==> config.mk <==
export PLATFORM = sky130hd
export DESIGN_NAME = bsd_isqrt
export DESIGN_NICKNAME = d
export VERILOG_FILES = /design/src/bsd_isqrt.sv
export SDC_FILE = /design/constraint.sdc
export NUM_CORES = 2
export LEC_CHECK = 0
export BUFFER_PORTS_ARGS = -buffer_cell sky130_fd_sc_hd__buf_4
export CAP_MARGIN = 20
export CORE_MARGIN = 2
export CORE_UTILIZATION = 67
export CTS_CLUSTER_DIAMETER = 40
export DETAILED_ROUTE_END_ITERATION = 10
export PLACE_DENSITY_LB_ADDON = 0.1
export SLEW_MARGIN = 20
export SYNTH_ARGS = -nofsm -noshare
export SYNTH_HDL_FRONTEND = slang
export SYNTH_SLANG_ARGS = --single-unit
==> constraint.sdc <==
create_clock -name clk -period 6.2 [get_ports clk]
set_input_delay 0.62 -clock clk [delete_from_list [all_inputs] [get_ports clk]]
set_output_delay 0.62 -clock clk [all_outputs]
set_load 0.02 [all_outputs]
==> src/bsd_isqrt.sv <==
`default_nettype none

// pipelined integer square root of a 60-bit value, one root bit per stage
module bsd_isqrt (
  input  wire logic        clk,
  input  wire logic        en,
  input  wire logic [59:0] v,
  output logic [29:0]      s
);

  localparam int unsigned NST = 30;

  logic [59:0] rem_w [NST+1];
  logic [59:0] res_w [NST+1];
  logic [59:0] rem_r [NST];
  logic [59:0] res_r [NST];

  assign rem_w[0] = v;
  assign res_w[0] = '0;

  for (genvar g = 0; g < NST; g++) begin : g_st
    localparam logic [59:0] BIT = 60'(1) << (2 * (NST - 1 - g));
    logic [60:0] sum;
    logic        ge;
    assign sum = {1'b0, res_w[g]} + {1'b0, BIT};
    assign ge  = {1'b0, rem_w[g]} >= sum;

    // try the next root bit
    always_ff @(posedge clk) begin
      if (en) begin
        rem_r[g] <= ge ? rem_w[g] - sum[59:0] : rem_w[g];
        res_r[g] <= ge ? (res_w[g] >> 1) + BIT : (res_w[g] >> 1);
      end
    end

    assign rem_w[g+1] = rem_r[g];
    assign res_w[g+1] = res_r[g];
  end

  assign s = res_w[NST][29:0];

endmodule

`default_nettype wire

==> results.py <==
metrics = {
    "placed_design": {
        "gp_congestion": 0.939,
        "dpl.cell_count": 10300,
        "port_buffers": 91,
        "hpwlAfterDp_um": 172000,
        "place_area_um2": 108000,
    },
    "drt": {
        "first_iter_violations": 6759,
        "dr_total_vias": 68500,
        "drcViolationCount": 0,
        "vias_per_cell": 6.30,
        "final_antenna_net_count": 0,
        "drt-total-wl_um": 248000,
        "wl_per_cell_um": 22.8,
        "drt_pre_antenna_iters": 7,
    },
    "logic_synthesis": {
        "synth_top_cells_by_count": "edfxtp_1 (2205), inv_1 (609), a21oi_1 (524)",
        "synth_nets": 8821,
        "synthesis.area_um2": 105000,
        "synth_top_area_frac": 0.631,
        "yosysTopAreaCell": "edfxtp_1",
        "synth_edf_count": 2205,
        "syn_inst": 8266,
        "syn_avg_cell_area_um2": 12.7,
        "synth_ff_type": "edfxtp_1",
        "yosys_warnings": 0,
        "yosysSeqAreaShare": 0.631,
        "async_flop_share": 0,
        "synthDistinctLibCells": 88,
        "synth_area_leaders": "edfxtp_1 (63%), ha_1 (5.9%), xnor2_1 (3.3%)",
        "yosys_register_bits": 2205,
        "synth_most_common_cell": "edfxtp_1",
    },
    "die": {
        "core_area_um2": 156000,
        "dieWidth_um": 400,
        "start_util": 0.674,
        "fp.dieArea_um2": 160000,
        "io_pins": 92,
        "num_rows": 145,
        "die_h_um": 400,
    },
    "timing": {
        "slew_viol_final": 0,
        "min_period_ns": 4.70,
        "worstMarginPinSlew_ns": 1.36,
        "skew_ns": 0.0845,
        "hold_viol_final": 0,
        "maxSlewHeadroom": 0.0946,
        "grt_setup_unrepaired": "false",
        "finalSetupTns_ns": 0,
        "setup_viol": 0,
        "post-route-period-util": 0.758,
        "fmax_mhz": 213,
    },
    "worst_hold_path": {
        "hold_path.class": "in2reg",
        "min_from": "v[58]",
        "min_to": "rem_r[0][58]",
        "hold_path_depth": 3,
    },
    "pwr": {
        "p_int_mw": 32.7,
        "vdd_ir_drop_max_v": 0.000372,
        "seq_power_share": 0.447,
        "powerDensity_nw_per_um2": 387,
        "switching_share": 0.286,
        "clkPwrFrac": 0.367,
        "power_mw": 45.8,
        "switchingPower_mw": 13.1,
        "p_leak_nw": 45.3,
        "combinationalPowerShare": 0.186,
    },
    "global_route": {
        "grt_pass1_wl_um": 384000,
        "grt_antenna_before_repair": 7,
        "grt_pass1_vias": 67200,
        "grtUsageTotal": 0.310,
        "grt_overflow": 0,
        "grt_start_max_net_pins": 188,
    },
    "cts": {
        "clk_path_buf_depth": 4,
        "numCtsBuffers": 298,
        "cts_setup_buffers": 0,
        "path_clk_slew_ns": 0.06,
        "hold_buffers": 59,
        "clockRootBuffer": "clkbuf_16",
        "clock_sinks": 2205,
        "h-tree-depth": 5,
        "cts_tree": "built",
        "cts_resized": 0,
        "insertion_delay_ns": 0.95,
    },
    "worst_setup_path": {
        "crit_family": "simple AND/OR/NAND/NOR gates",
        "cp_data_arrival_time_ns": 5.36,
        "crit_type": "reg2reg",
        "worstPathRequired_ns": 6.86,
        "r2r_end": "rem_r[1][587]",
        "cp_cell_sequence": "ha_1 -> nor4b_1 -> inv_1 -> or4_1 -> o31ai_1 -> nor3_1 -> o21ai_4 -> buf_4 -> o2111ai_1 -> nor3_2 -> nor3b_1 -> xor2_1",
        "critPathLaunchType": "register",
        "cp-end-kind": "register",
        "r2r_start": "rem_r[1][514]",
        "critPathSlowestCell": "or4_1",
        "worstPathMaxFanout": 49,
        "reg2regPathDepth": 12,
        "worst-path-buf-inv": 2,
        "r2r_slack_ns": 1.50,
        "cpPeakStageDelay_ns": 0.65,
    },
    "finish": {
        "nets": 9162,
        "fillCellCount": 9491,
        "drive_gt1_frac": 0.0844,
        "final_cells": 10900,
        "syn2layout_area_growth_pct": 12.9,
        "final_cell_area_um2": 119000,
    },
    "outcome": {
        "status": "completed",
    },
    "job": {
        "maxCapViolCount": 0,
    },
}
[sequential cells by signal (all words and copies together) (netlist names)]
signal / flops
rem_r: 1740
res_r: 465
[kinds of logic (layout without fill, tap and decap cells)]
family / Yosys count / in the layout / share of synthesized area
XOR/XNOR: 765 / 765 / 0.0638
AO/OA/AOI/OAI: 1544 / 1544 / 0.0907
AND/OR/NAND/NOR: 2394 / 2394 / 0.119
other: 0 / 2 / 0
adder cells (fa/ha/maj): 493 / 493 / 0.0587
flip-flops: 2205 / 2205 / 0.631
multiplexers: 92 / 92 / 0.00972
buffers and inverters: 773 / 1324 / 0.0278
[layout by cell type (no fill, tap or decap), types with 28 or more instances in the layout]
master and count:
a211oi_1 36, a21o_1 228, a21oi_1 523, a31oi_1 36, and3_1 55, buf_4 133, bufinv_16 28, clkbuf_16 306
clkinv_1 35, dlygate4sd3_1 59, edfxtp_1 2205, ha_1 493, inv_1 609, inv_6 29, mux2_2 78, nand2_1 507
nand2b_1 95, nand3_1 138, nand4_1 122, nor2_1 519, nor2b_1 66, nor3_1 245, nor4_1 276, nor4b_1 50
o21a_1 97, o21ai_0 357, o21bai_1 34, o31ai_1 47, or3_1 78, or4_1 65, xnor2_1 390, xor2_1 375
[how the worst max path moves through the flow]
stage	endpoint	depth (start not counted)	from
final	rem_r[1][587]	12	rem_r[1][514]
after floorplan	rem_r[1][653]	13	rem_r[1][548]
after CTS	rem_r[1][587]	12	rem_r[1][514]
after detailed placement	rem_r[1][587]	12	rem_r[1][514]
after global routing	rem_r[1][599]	12	rem_r[1][514]
after global placement	rem_r[1][587]	12	rem_r[1][514]
[power groups by stage]
stage | combinational, mW | sequential, mW | clock (mW)
after floorplan | 6.26 | 20.0 | 0
after global routing | 9.45 | 20.6 | 17.7
after CTS | 8.42 | 20.4 | 17.0
after global placement | 8.12 | 20.6 | 0
after detailed placement | 8.27 | 20.7 | 0
final | 8.51 | 20.5 | 16.8
[area by class of cell]
class / count / area, um^2 / share of cell area
Tap cell: 2058 / 2570 / 0.0217
Timing Repair Buffer: 203 / 1820 / 0.0153
Antenna cell: 2 / 5.00 / 0.0000422
Sequential cell: 2205 / 66200 / 0.559
Inverter: 611 / 2290 / 0.0193
Clock buffer: 333 / 7760 / 0.0655
Multi-Input combinational cell: 5288 / 36000 / 0.303
Clock inverter: 177 / 1920 / 0.0162
[worst reg2reg max path, cell delays in order, from the launching register on]
cell	delay, ns
edfxtp_1	0.38
ha_1	0.42
nor4b_1	0.45
inv_1	0.26
or4_1	0.65
o31ai_1	0.26
nor3_1	0.11
o21ai_4	0.06
buf_4	0.46
o2111ai_1	0.42
nor3_2	0.56
nor3b_1	0.30
xor2_1	0.09
[per-stage QoR]
stage	hold WS, ns	utilization	worst slack (ns)
6_report	0.113	0.761	1.50
4_1_cts	0.0228	0.761	1.58
3_5_place_dp	0.427	0.695	1.61
2_1_floorplan	0.417	-	2.78
3_3_place_gp	0.425	0.695	1.73
5_1_grt	0.105	0.761	1.24
[layer usage]
layer / part of all wire / GRT usage / routed length [um] / vias up
li1: - / - / - / 31700
met1: 0.42 / 0.428 / 104000 / 33600
met2: 0.49 / 0.512 / 121000 / 2713
met3: 0.071 / 0.0540 / 17600 / 478
met4: 0.025 / 0.0851 / 6080 / 4
met5: 0.00011 / 0 / 27 / -
Power figures use the tool's default switching activity.
